`config.mk`:
```
export PLATFORM = sky130hd
export DESIGN_NAME = probe_request_ssid_parser
export DESIGN_NICKNAME = d
export VERILOG_FILES = /design/src/design/prsp_pkg.sv /design/src/design/prsp_ctrl.sv /design/src/design/prsp_dpath.sv /design/src/design/probe_request_ssid_parser.sv
export SDC_FILE = /design/constraint.sdc
export NUM_CORES = 1
export LEC_CHECK = 0
export BUFFER_PORTS_ARGS = -buffer_cell sky130_fd_sc_hd__buf_4
export CAP_MARGIN = 5
export CORE_ASPECT_RATIO = 1.5
export CORE_MARGIN = 2
export CORE_UTILIZATION = 55
export CTS_CLUSTER_DIAMETER = 40
export DETAILED_ROUTE_END_ITERATION = 6
export PLACE_DENSITY_LB_ADDON = 0.25
export SLEW_MARGIN = 20
export SYNTH_ARGS = -nofsm -noshare
export SYNTH_HDL_FRONTEND = slang
export SYNTH_SLANG_ARGS = --single-unit
```
`constraint.sdc`:
```
create_clock -name clock -period 8 [get_ports clock]
set_input_delay 1.6 -clock clock [delete_from_list [all_inputs] [get_ports clock]]
set_output_delay 1.6 -clock clock [all_outputs]
set_load 0.02 [all_outputs]
```
`src/design/prsp_pkg.sv`:
```
// Package for the probe request SSID parser: types, codes and constants.
`default_nettype none
package prsp_pkg;

   localparam int SSID_MAX_BYTES_DEF = 32;
   localparam logic [15:0] RT_HDR_BYTES = 16'd8;
   localparam logic [15:0] WLAN_HDR_LAST = 16'd23;
   localparam logic [7:0] SUBST_CHAR = 8'h3F;

   typedef enum logic [2:0] {
      PH_RADIOTAP  = 3'd0,
      PH_HEADER    = 3'd1,
      PH_ELEM_ID   = 3'd2,
      PH_ELEM_LEN  = 3'd3,
      PH_ELEM_DATA = 3'd4,
      PH_NOT_PROBE = 3'd5,
      PH_DROP      = 3'd6
   } phase_type;

   typedef enum logic [2:0] {
      ST_OK        = 3'd0,
      ST_TRUNC     = 3'd1,
      ST_SHORT_RT  = 3'd2,
      ST_SHORT_HDR = 3'd3,
      ST_NOT_PROBE = 3'd4
   } status_type;

   typedef enum logic [1:0] {
      S_RUN   = 2'd0,
      S_FETCH = 2'd1,
      S_CHAR  = 2'd2,
      S_SUM   = 2'd3
   } ctrl_state_type;

   typedef struct packed {
      logic [7:0] data_byte;
      logic       last_byte;
      logic       capture_truncated;
   } req_type;

   typedef struct packed {
      logic [7:0]  ssid_char;
      logic        last_of_run;
      status_type  status;
      logic [1:0]  frame_type;
      logic [3:0]  frame_subtype;
      logic [11:0] seq_number;
      logic [3:0]  frag_number;
      logic        ssid_invalid;
      logic [5:0]  ssid_length;
      logic [47:0] receiver_address;
      logic [47:0] transmitter_address;
      logic [47:0] bss_address;
   } rsp_type;

   typedef struct packed {
      logic consume;
      logic rd_en;
      logic load_char;
      logic load_sum;
   } cmd_type;

   typedef struct packed {
      logic in_last;
      logic emit_more;
      logic out_free;
   } stat_type;

endpackage
`default_nettype wire

```
`src/design/prsp_ctrl.sv`:
```
// Controller state machine for the probe request SSID parser.
`default_nettype none
module prsp_ctrl
   import prsp_pkg::*;
(
   input  wire logic     clock,
   input  wire logic     reset,
   input  wire logic     req_valid,
   output logic          req_ready,
   input  wire stat_type stat,
   output cmd_type       cmd
);

   ctrl_state_type state_ff, state_in;

   always_ff @(posedge clock) begin
      if (reset) begin
         state_ff <= S_RUN;
      end else begin
         state_ff <= state_in;
      end
   end

   always_comb begin
      state_in  = state_ff;
      req_ready = 1'b0;
      cmd       = '0;
      case (state_ff)
         S_RUN: begin
            req_ready   = 1'b1;
            cmd.consume = req_valid;
            if (req_valid && stat.in_last) state_in = S_FETCH;
         end
         S_FETCH: begin
            if (stat.emit_more) begin
               cmd.rd_en = 1'b1;
               state_in  = S_CHAR;
            end else begin
               state_in = S_SUM;
            end
         end
         S_CHAR: begin
            if (stat.out_free) begin
               cmd.load_char = 1'b1;
               state_in      = S_FETCH;
            end
         end
         S_SUM: begin
            if (stat.out_free) begin
               cmd.load_sum = 1'b1;
               state_in     = S_RUN;
            end
         end
         default: state_in = S_RUN;
      endcase
   end

endmodule
`default_nettype wire

```
`src/design/prsp_dpath.sv`:
```
// Datapath for the probe request SSID parser: parse state, SSID memory, output register.
`default_nettype none
module prsp_dpath
   import prsp_pkg::*;
#(
   parameter int SSID_MAX_BYTES = SSID_MAX_BYTES_DEF
) (
   input  wire logic    clock,
   input  wire logic    reset,
   input  wire cmd_type cmd,
   input  wire req_type req_data,
   input  wire logic    rsp_ready,
   output stat_type     stat,
   output logic         rsp_valid,
   output rsp_type      rsp_data
);

   localparam int IW = (SSID_MAX_BYTES > 1) ? $clog2(SSID_MAX_BYTES) : 1;
   localparam int LW = $clog2(SSID_MAX_BYTES + 1);
   localparam int AW = IW + 1;
   localparam int DEPTH = 2 ** AW;
   localparam logic [8:0] MAX9 = 9'(SSID_MAX_BYTES);

   phase_type   phase_ff, phase_in;
   logic [15:0] pos_ff, pos_in;
   logic [15:0] rtlen_ff, rtlen_in;
   logic [7:0]  fc_ff, fc_in;
   logic [15:0] seq_ff, seq_in;
   logic [47:0] addr_ff [3];
   logic [47:0] addr_in [3];
   logic [7:0]  eid_ff, eid_in;
   logic [7:0]  eleft_ff, eleft_in;
   logic [7:0]  elen_ff, elen_in;
   logic [LW-1:0] slen_ff, slen_in;
   logic [LW-1:0] clen_ff, clen_in;
   logic [LW-1:0] idx_ff;
   logic        inv_ff, inv_in;
   logic        trunc_ff, trunc_in;
   logic        bank_ff, bank_in;
   logic        wr_en;
   logic [7:0]  wr_data;
   logic [7:0]  mem [DEPTH];
   logic [7:0]  rd_data_ff;
   logic        rsp_valid_ff;
   rsp_type     rsp_data_ff;
   rsp_type     rsp_data_in;
   status_type  sum_status;
   logic [15:0] pos_bump;
   logic [7:0]  b;
   logic [7:0]  clen_ext;

   assign b        = req_data.data_byte;
   assign pos_bump = (pos_ff != 16'hFFFF) ? pos_ff + 16'd1 : pos_ff;
   assign wr_data  = (b >= 8'h20 && b <= 8'h7E) ? b : SUBST_CHAR;
   assign clen_ext = 8'(clen_ff);

   always_comb begin
      phase_in = phase_ff;
      pos_in   = pos_ff;
      rtlen_in = rtlen_ff;
      fc_in    = fc_ff;
      seq_in   = seq_ff;
      addr_in  = addr_ff;
      eid_in   = eid_ff;
      eleft_in = eleft_ff;
      elen_in  = elen_ff;
      slen_in  = slen_ff;
      clen_in  = clen_ff;
      inv_in   = inv_ff;
      trunc_in = trunc_ff;
      bank_in  = bank_ff;
      wr_en    = 1'b0;
      if (cmd.consume) begin
         case (phase_ff)
            PH_RADIOTAP: begin
               if (pos_ff == 16'd0 && req_data.capture_truncated) begin
                  trunc_in = 1'b1;
                  phase_in = PH_DROP;
               end else if (pos_ff == 16'd3 && {b, rtlen_ff[7:0]} < RT_HDR_BYTES) begin
                  rtlen_in = {b, rtlen_ff[7:0]};
                  phase_in = PH_DROP;
               end else begin
                  if (pos_ff == 16'd2) rtlen_in = {8'd0, b};
                  if (pos_ff == 16'd3) rtlen_in = {b, rtlen_ff[7:0]};
                  if (pos_ff >= RT_HDR_BYTES - 16'd1
                      && {1'b0, pos_ff} + 17'd1 == {1'b0, rtlen_ff}) begin
                     phase_in = PH_HEADER;
                     pos_in   = 16'd0;
                  end else begin
                     pos_in = pos_bump;
                  end
               end
            end
            PH_HEADER: begin
               if (pos_ff == 16'd0) fc_in = b;
               if (pos_ff >= 16'd4 && pos_ff <= 16'd9) addr_in[0] = {addr_ff[0][39:0], b};
               if (pos_ff >= 16'd10 && pos_ff <= 16'd15) addr_in[1] = {addr_ff[1][39:0], b};
               if (pos_ff >= 16'd16 && pos_ff <= 16'd21) addr_in[2] = {addr_ff[2][39:0], b};
               if (pos_ff == 16'd22) seq_in = {8'd0, b};
               if (pos_ff == WLAN_HDR_LAST) begin
                  seq_in   = {b, seq_ff[7:0]};
                  phase_in = ((fc_ff & 8'hFC) == 8'h40) ? PH_ELEM_ID : PH_NOT_PROBE;
               end else begin
                  pos_in = pos_bump;
               end
            end
            PH_ELEM_ID: begin
               eid_in   = b;
               phase_in = PH_ELEM_LEN;
            end
            PH_ELEM_LEN: begin
               elen_in  = b;
               eleft_in = b;
               slen_in  = '0;
               if (b == 8'd0) begin
                  if (eid_ff == 8'd0) inv_in = 1'b1;
                  phase_in = PH_ELEM_ID;
               end else begin
                  phase_in = PH_ELEM_DATA;
               end
            end
            PH_ELEM_DATA: begin
               if (eid_ff == 8'd0 && {1'b0, 8'(slen_ff)} < MAX9) begin
                  wr_en   = 1'b1;
                  slen_in = slen_ff + LW'(1);
               end
               eleft_in = eleft_ff - 8'd1;
               if (eleft_ff == 8'd1) begin
                  phase_in = PH_ELEM_ID;
                  if (eid_ff == 8'd0) begin
                     if ({1'b0, elen_ff} <= MAX9) begin
                        clen_in = LW'(elen_ff);
                        bank_in = ~bank_ff;
                     end else begin
                        inv_in = 1'b1;
                     end
                  end
               end
            end
            default: ;
         endcase
      end
      if (cmd.load_sum) begin
         phase_in = PH_RADIOTAP;
         pos_in   = '0;
         rtlen_in = '0;
         fc_in    = '0;
         seq_in   = '0;
         addr_in  = '{default: '0};
         eid_in   = '0;
         eleft_in = '0;
         elen_in  = '0;
         slen_in  = '0;
         clen_in  = '0;
         inv_in   = 1'b0;
         trunc_in = 1'b0;
      end
   end

   always_comb begin
      case (phase_ff)
         PH_RADIOTAP:  sum_status = ST_SHORT_RT;
         PH_HEADER:    sum_status = ST_SHORT_HDR;
         PH_NOT_PROBE: sum_status = ST_NOT_PROBE;
         PH_DROP:      sum_status = trunc_ff ? ST_TRUNC : ST_SHORT_RT;
         default:      sum_status = ST_OK;
      endcase
   end

   always_ff @(posedge clock) begin
      if (reset) begin
         phase_ff <= PH_RADIOTAP;
         pos_ff   <= '0;
         rtlen_ff <= '0;
         eid_ff   <= '0;
         eleft_ff <= '0;
         elen_ff  <= '0;
         slen_ff  <= '0;
         clen_ff  <= '0;
         inv_ff   <= 1'b0;
         trunc_ff <= 1'b0;
         bank_ff  <= 1'b0;
         idx_ff   <= '0;
         fc_ff    <= '0;
         seq_ff   <= '0;
         addr_ff  <= '{default: '0};
         rsp_valid_ff <= 1'b0;
      end else begin
         phase_ff <= phase_in;
         pos_ff   <= pos_in;
         rtlen_ff <= rtlen_in;
         eid_ff   <= eid_in;
         eleft_ff <= eleft_in;
         elen_ff  <= elen_in;
         slen_ff  <= slen_in;
         clen_ff  <= clen_in;
         inv_ff   <= inv_in;
         trunc_ff <= trunc_in;
         bank_ff  <= bank_in;
         fc_ff    <= fc_in;
         seq_ff   <= seq_in;
         addr_ff  <= addr_in;
         if (cmd.load_sum) idx_ff <= '0;
         else if (cmd.load_char) idx_ff <= idx_ff + LW'(1);
         if (cmd.load_char || cmd.load_sum) rsp_valid_ff <= 1'b1;
         else if (rsp_ready) rsp_valid_ff <= 1'b0;
      end
   end

   // SSID memory: two banks, the committed one selected by bank_ff
   always_ff @(posedge clock) begin
      if (wr_en) mem[{~bank_ff, slen_ff[IW-1:0]}] <= wr_data;
      if (cmd.rd_en) rd_data_ff <= mem[{bank_ff, idx_ff[IW-1:0]}];
   end

   always_comb begin
      rsp_data_in = '0;
      if (cmd.load_char) begin
         rsp_data_in.ssid_char = rd_data_ff;
      end else begin
         rsp_data_in.last_of_run = 1'b1;
         rsp_data_in.status      = sum_status;
         if (sum_status == ST_OK || sum_status == ST_NOT_PROBE) begin
            rsp_data_in.frame_type    = fc_ff[3:2];
            rsp_data_in.frame_subtype = fc_ff[7:4];
            rsp_data_in.seq_number    = seq_ff[15:4];
            rsp_data_in.frag_number   = seq_ff[3:0];
         end
         if (sum_status == ST_OK) begin
            rsp_data_in.ssid_invalid        = inv_ff;
            rsp_data_in.ssid_length         = clen_ext[5:0];
            rsp_data_in.receiver_address    = addr_ff[0];
            rsp_data_in.transmitter_address = addr_ff[1];
            rsp_data_in.bss_address         = addr_ff[2];
         end
      end
   end

   always_ff @(posedge clock) begin
      if (cmd.load_char || cmd.load_sum) rsp_data_ff <= rsp_data_in;
   end

   assign stat.in_last   = req_data.last_byte;
   assign stat.emit_more = (sum_status == ST_OK) && (idx_ff < clen_ff);
   assign stat.out_free  = !rsp_valid_ff || rsp_ready;
   assign rsp_valid      = rsp_valid_ff;
   assign rsp_data       = rsp_data_ff;

endmodule
`default_nettype wire

```
`src/design/probe_request_ssid_parser.sv`:
```
// Top level of the probe request SSID parser.
//
//   channel   direction   handshake              payload
//   req_      in          req_valid/req_ready    req_type: one packet byte
//   rsp_      out         rsp_valid/rsp_ready    rsp_type: SSID char or summary
//
// Packet bytes are taken one per cycle while no end-of-packet run is in progress.
// After the last byte, each committed SSID character passes through the
// registered read of the SSID memory, then the output load, and the summary
// follows with its own output load; the block accepts no byte during that run.
// Reset is synchronous and active high; it returns the parser to the radiotap phase.
// A stalled rsp_ready holds the output register and pauses the run.
`default_nettype none
module probe_request_ssid_parser
   import prsp_pkg::*;
#(
   parameter int SSID_MAX_BYTES = SSID_MAX_BYTES_DEF
) (
   input  wire logic    clock,
   input  wire logic    reset,
   input  wire logic    req_valid,
   output logic         req_ready,
   input  wire req_type req_data,
   output logic         rsp_valid,
   input  wire logic    rsp_ready,
   output rsp_type      rsp_data
);

   cmd_type  cmd;
   stat_type stat;

   // Sequence the parse and the end-of-packet transaction run
   prsp_ctrl u_ctrl (
      .clock     (clock),
      .reset     (reset),
      .req_valid (req_valid),
      .req_ready (req_ready),
      .stat      (stat),
      .cmd       (cmd)
   );

   // Hold parse state, SSID banks and the output register
   prsp_dpath #(
      .SSID_MAX_BYTES (SSID_MAX_BYTES)
   ) u_dpath (
      .clock     (clock),
      .reset     (reset),
      .cmd       (cmd),
      .req_data  (req_data),
      .rsp_ready (rsp_ready),
      .stat      (stat),
      .rsp_valid (rsp_valid),
      .rsp_data  (rsp_data)
   );

`ifndef SYNTHESIS
   a_char_fields_zero: assert property (@(posedge clock) disable iff (reset)
      rsp_valid && !rsp_data.last_of_run |->
         rsp_data.status == ST_OK && rsp_data.ssid_length == 6'd0)
      else $error("character transaction carries summary fields");
   a_summary_char_zero: assert property (@(posedge clock) disable iff (reset)
      rsp_valid && rsp_data.last_of_run |-> rsp_data.ssid_char == 8'd0)
      else $error("summary transaction carries a character");
   a_bad_status_empty: assert property (@(posedge clock) disable iff (reset)
      rsp_valid && rsp_data.last_of_run && rsp_data.status != ST_OK |->
         rsp_data.ssid_length == 6'd0 && rsp_data.receiver_address == 48'd0)
      else $error("failed parse reports SSID data");
`endif

endmodule
`default_nettype wire
```
==> metrics.json <==
{
  "worstMarginPinSlew": {"value": 1100, "unit": "ps"},
  "synth_sequential_area_ratio": {"value": 0.704},
  "wire_length_of_the_first_global_routing_pass": {"value": 127, "unit": "mm"},
  "postSynthCellCount": {"value": 2513},
  "timing_hold_violations_final": {"value": 0},
  "clock_skew": {"value": 25.4, "unit": "ps"},
  "via_per_inst": {"value": 5.71},
  "finish.net_count": {"value": 2761},
  "rsz0062_at_grt": {"value": "false"},
  "antenna_violating_nets_post_route": {"value": 0},
  "status": {"value": "complete, no violations"},
  "kind_of_cell_adding_the_most_delay_to_the_critical_path": {"value": "simple AND/OR/NAND/NOR gates"},
  "cts.sinks": {"value": 954},
  "synth-seq-cells": {"value": 954},
  "post_synth_num_cell_types": {"value": 64},
  "min_period_over_period": {"value": 0.571},
  "drtIter0Drc": {"value": 2003},
  "remaining_routing_drc_violations": {"value": 0},
  "period_minus_slack": {"value": 4560, "unit": "ps"},
  "grt_antenna_before_repair": {"value": 0},
  "clock.fmax": {"value": 219, "unit": "MHz"},
  "diodes": {"value": 0},
  "comb_power_share": {"value": 0.081},
  "clk_root_buffer_cell": {"value": "sky130_fd_sc_hd__clkbuf_16"},
  "placed_cells_incl_taps": {"value": 3524},
  "ctsLongestPathBuffers": {"value": 3},
  "synthArstFlopShare": {"value": 0},
  "ctsHoldBuffers": {"value": 0},
  "grt_util_all_layers": {"value": 0.241},
  "fp-row-count": {"value": 116},
  "clkTransAtPathRegs": {"value": 70, "unit": "ps"},
  "wirelength": {"value": 83.4, "unit": "mm"},
  "design.core.area": {"value": 0.0668, "unit": "mm^2"},
  "timing.final.max_slew_violations": {"value": 0},
  "grt_start_max_net_pins": {"value": 136},
  "critPathCaptureType": {"value": "flip-flop"},
  "setup_violations": {"value": 0},
  "path_class": {"value": "primary input to flip-flop"},
  "dp_hpwl": {"value": 53.4, "unit": "mm"},
  "cts_max_level": {"value": 3},
  "ios": {"value": 201},
  "share_of_layout_cells_above_drive_strength_1": {"value": 0.204},
  "start_util": {"value": 0.556},
  "cp.arrival": {"value": 4840, "unit": "ps"},
  "crit_path_top_delay_cell": {"value": "sky130_fd_sc_hd__nor2_1"},
  "cts.repair.resized": {"value": 0},
  "seq_power_share": {"value": 0.512},
  "wire_per_inst": {"value": 22.6, "unit": "um"},
  "cellInternalPower": {"value": 8.20, "unit": "mW"},
  "worst_hold_path_type": {"value": "flip-flop to flip-flop"},
  "vias": {"value": 21097},
  "port_buffers": {"value": 200},
  "timing.critical_path.cells": {"value": "buf_4, nor3b_2, nand2_1, or3_1, nor2_1, nand3_1, nor2_1"},
  "maxCapViolations": {"value": 0},
  "top_ff_cell_synth": {"value": "sky130_fd_sc_hd__edfxtp_1"},
  "critical_path.n_buffers_inverters": {"value": 1},
  "timing.critical_path.fanout_max": {"value": 10},
  "clock_insertion_delay_worst_skew": {"value": 660, "unit": "ps"},
  "first_global_vias": {"value": 21119},
  "clock_power_share": {"value": 0.407},
  "yosys_warnings": {"value": 0},
  "cts_tree": {"value": "done"},
  "power.density": {"value": 250, "unit": "mW/mm^2"},
  "stdcell_count": {"value": 3693},
  "crit_top_cell": {"value": "sky130_fd_sc_hd__nor2_1"},
  "floorplan.die.height": {"value": 322, "unit": "um"},
  "number_of_buffers_added_by_the_clock_tree_synthesis_step": {"value": 91},
  "synth-edff-count": {"value": 705},
  "syn-cell-area": {"value": 0.0371, "unit": "mm^2"},
  "power.net_switching": {"value": 2.49, "unit": "mW"},
  "final.setup.tns": {"value": 0, "unit": "ps"},
  "layout.filler_cells": {"value": 4780},
  "syn_area_per_cell": {"value": 14.8, "unit": "um^2"},
  "required": {"value": 8270, "unit": "ps"},
  "p_leak": {"value": 14.7, "unit": "nW"},
  "area_added_between_synthesis_and_finish": {"value": 15.0, "unit": "%"},
  "die_area": {"value": 0.0697, "unit": "mm^2"},
  "max-vdd-ir-drop": {"value": 0.207, "unit": "mV"},
  "post-cts-setup-buffers": {"value": 0},
  "worst_slew_margin_rel": {"value": 0.268},
  "p_sw_frac": {"value": 0.233},
  "grt_remaining_overflow": {"value": 0},
  "first_pass_iters": {"value": 5},
  "worst_setup_path_start_kind": {"value": "primary input"},
  "final_wtd_congestion": {"value": 0.864},
  "cpPeakStageDelay": {"value": 830, "unit": "ps"},
  "die_width": {"value": 216, "unit": "um"}
}
sequential cells by signal, indices dropped and copies added, names as in the netlist, 2 cells and up:
signal              count
u_dpath.eid_ff          8
u_dpath.addr_ff       144
u_dpath.rtlen_ff       16
u_dpath.slen_ff         6
u_dpath.fc_ff           6
u_dpath.seq_ff         16
u_dpath.phase_ff        3
u_dpath.idx_ff          6
u_ctrl.state_ff         2
u_dpath.elen_ff         8
u_dpath.pos_ff         16
u_dpath.rd_data_ff      8
u_dpath.rsp_data      185
u_dpath.clen_ff         6
u_dpath.mem           512
u_dpath.eleft_ff        8
final timing paths:
check	start	endpoint	slack, ps	depth (start not counted)
setup / recovery	req_valid	u_dpath.mem[54][5]	3440	7
hold / removal	u_dpath.addr_ff[114]	u_dpath.addr_ff[122]	450	2
setup reg to reg	u_dpath.phase_ff[2]	u_dpath.mem[54][5]	3820	6
hold reg to reg	u_dpath.addr_ff[114]	u_dpath.addr_ff[122]	450	2
stage by stage:
step	cell area (um^2)	power [mW]	util	setup slack [ps]	hold slack (ps)
6_report	42700	10.7	0.640	3440	450
2_1_floorplan	37400	6.15	-	1170	427
3_5_place_dp	39600	6.45	0.593	2790	445
3_3_place_gp	39600	6.44	0.593	3010	437
4_1_cts	42700	10.8	0.639	3490	443
5_1_grt	42700	11.0	0.640	3300	469
per-layer routing:
metal | up-vias | global-route usage | share of wire
met2 | 728 | 0.428 | 0.52
met5 | - | 0 | 0
met3 | 167 | 0.0339 | 0.056
met4 | 0 | 0.112 | 0.043
li1 | 9643 | - | -
met1 | 10559 | 0.290 | 0.38
tightest hold or removal path: stages, from the launching register on:
cell and delay (ps):
sky130_fd_sc_hd__dfxtp_1 320, sky130_fd_sc_hd__nand2_1 60, sky130_fd_sc_hd__a21oi_1 50
Yosys cell counts (3+ instances only):
cell                         n  area [um^2]
sky130_fd_sc_hd__nor3b_2     3         37.5
sky130_fd_sc_hd__a31oi_1     6         37.5
sky130_fd_sc_hd__inv_1      17         63.8
sky130_fd_sc_hd__nor3b_1     6         45.0
sky130_fd_sc_hd__buf_2      25          125
sky130_fd_sc_hd__a211oi_1    7         52.6
sky130_fd_sc_hd__o21ai_0    22          110
sky130_fd_sc_hd__nand2_1   352         1320
sky130_fd_sc_hd__clkbuf_1  122          458
sky130_fd_sc_hd__and3_1     10         62.6
sky130_fd_sc_hd__nor3_1     21          105
sky130_fd_sc_hd__edfxtp_1  705        21200
sky130_fd_sc_hd__buf_1      11         41.3
sky130_fd_sc_hd__nand3b_1    5         37.5
sky130_fd_sc_hd__o211ai_1    4         30.0
sky130_fd_sc_hd__mux4_2    168         3780
sky130_fd_sc_hd__and4_1      8         70.1
sky130_fd_sc_hd__o211a_1     3         30.0
sky130_fd_sc_hd__nand2b_1    5         31.3
sky130_fd_sc_hd__a21o_1      5         37.5
sky130_fd_sc_hd__or4_1       5         37.5
sky130_fd_sc_hd__dfxtp_1   249         4980
sky130_fd_sc_hd__or3_1      10         62.6
sky130_fd_sc_hd__or2_2       7         43.8
sky130_fd_sc_hd__a22oi_1    20          150
sky130_fd_sc_hd__xnor2_1    13          114
sky130_fd_sc_hd__ha_1       14          175
sky130_fd_sc_hd__nor2_1    182          683
sky130_fd_sc_hd__nand4_1    12         75.1
sky130_fd_sc_hd__a21oi_1   176          881
sky130_fd_sc_hd__nand3_1    22          110
sky130_fd_sc_hd__nor2b_1     8         50.1
sky130_fd_sc_hd__mux2i_1    38          380
sky130_fd_sc_hd__xor2_1     25          219
sky130_fd_sc_hd__and2_1    181         1130
sky130_fd_sc_hd__nor4_1     11         68.8
placed cells by master, fill, tap and decap left out, drive strengths merged, types with 9 or more instances in the layout:
cell	synthesis	layout
nor4	11	11
mux2i	38	38
nand3	22	22
xnor2	13	13
nand4	13	13
edfxtp	705	705
nor3	22	22
nor3b	9	9
a21oi	176	176
nand2	352	352
clkbuf	122	119
conb	1	64
and3	10	10
buf	38	224
nor2	183	183
dfxtp	249	249
or3	10	10
clkinv	0	27
inv	17	27
and2	181	181
o21ai	24	24
ha	14	14
mux4	168	168
a22oi	20	20
xor2	25	25
kinds of logic after synthesis:
logic type	synth area share
DFF	0.704
buffers and inverters	0.0191
and+or+nand+nor	0.110
other	0.000101
AOI/OAI and AO/OA	0.0410
adders and majority gates	0.00472
xor gates and xnor gates	0.00896
muxes	0.112
power groups by stage:
stage | clock, mW | sequential [mW] | combinational (mW)
2_1_floorplan | 0 | 5.67 | 0.476
4_1_cts | 4.41 | 5.48 | 0.868
3_5_place_dp | 0 | 5.59 | 0.866
6_report | 4.35 | 5.48 | 0.863
3_3_place_gp | 0 | 5.58 | 0.852
5_1_grt | 4.60 | 5.49 | 0.928
layout make-up:
cell class | instances | area, um^2 | area share
Clock buffer | 119 | 2580 | 0.0605
Clock inverter | 49 | 499 | 0.0117
Inverter | 17 | 71.3 | 0.00167
Multi-Input combinational cell | 1445 | 10600 | 0.247
Sequential cell | 954 | 26200 | 0.613
Tap cell | 885 | 1110 | 0.0259
Timing Repair Buffer | 224 | 1730 | 0.0404
Note: power is estimated with default switching activity, not from simulation.
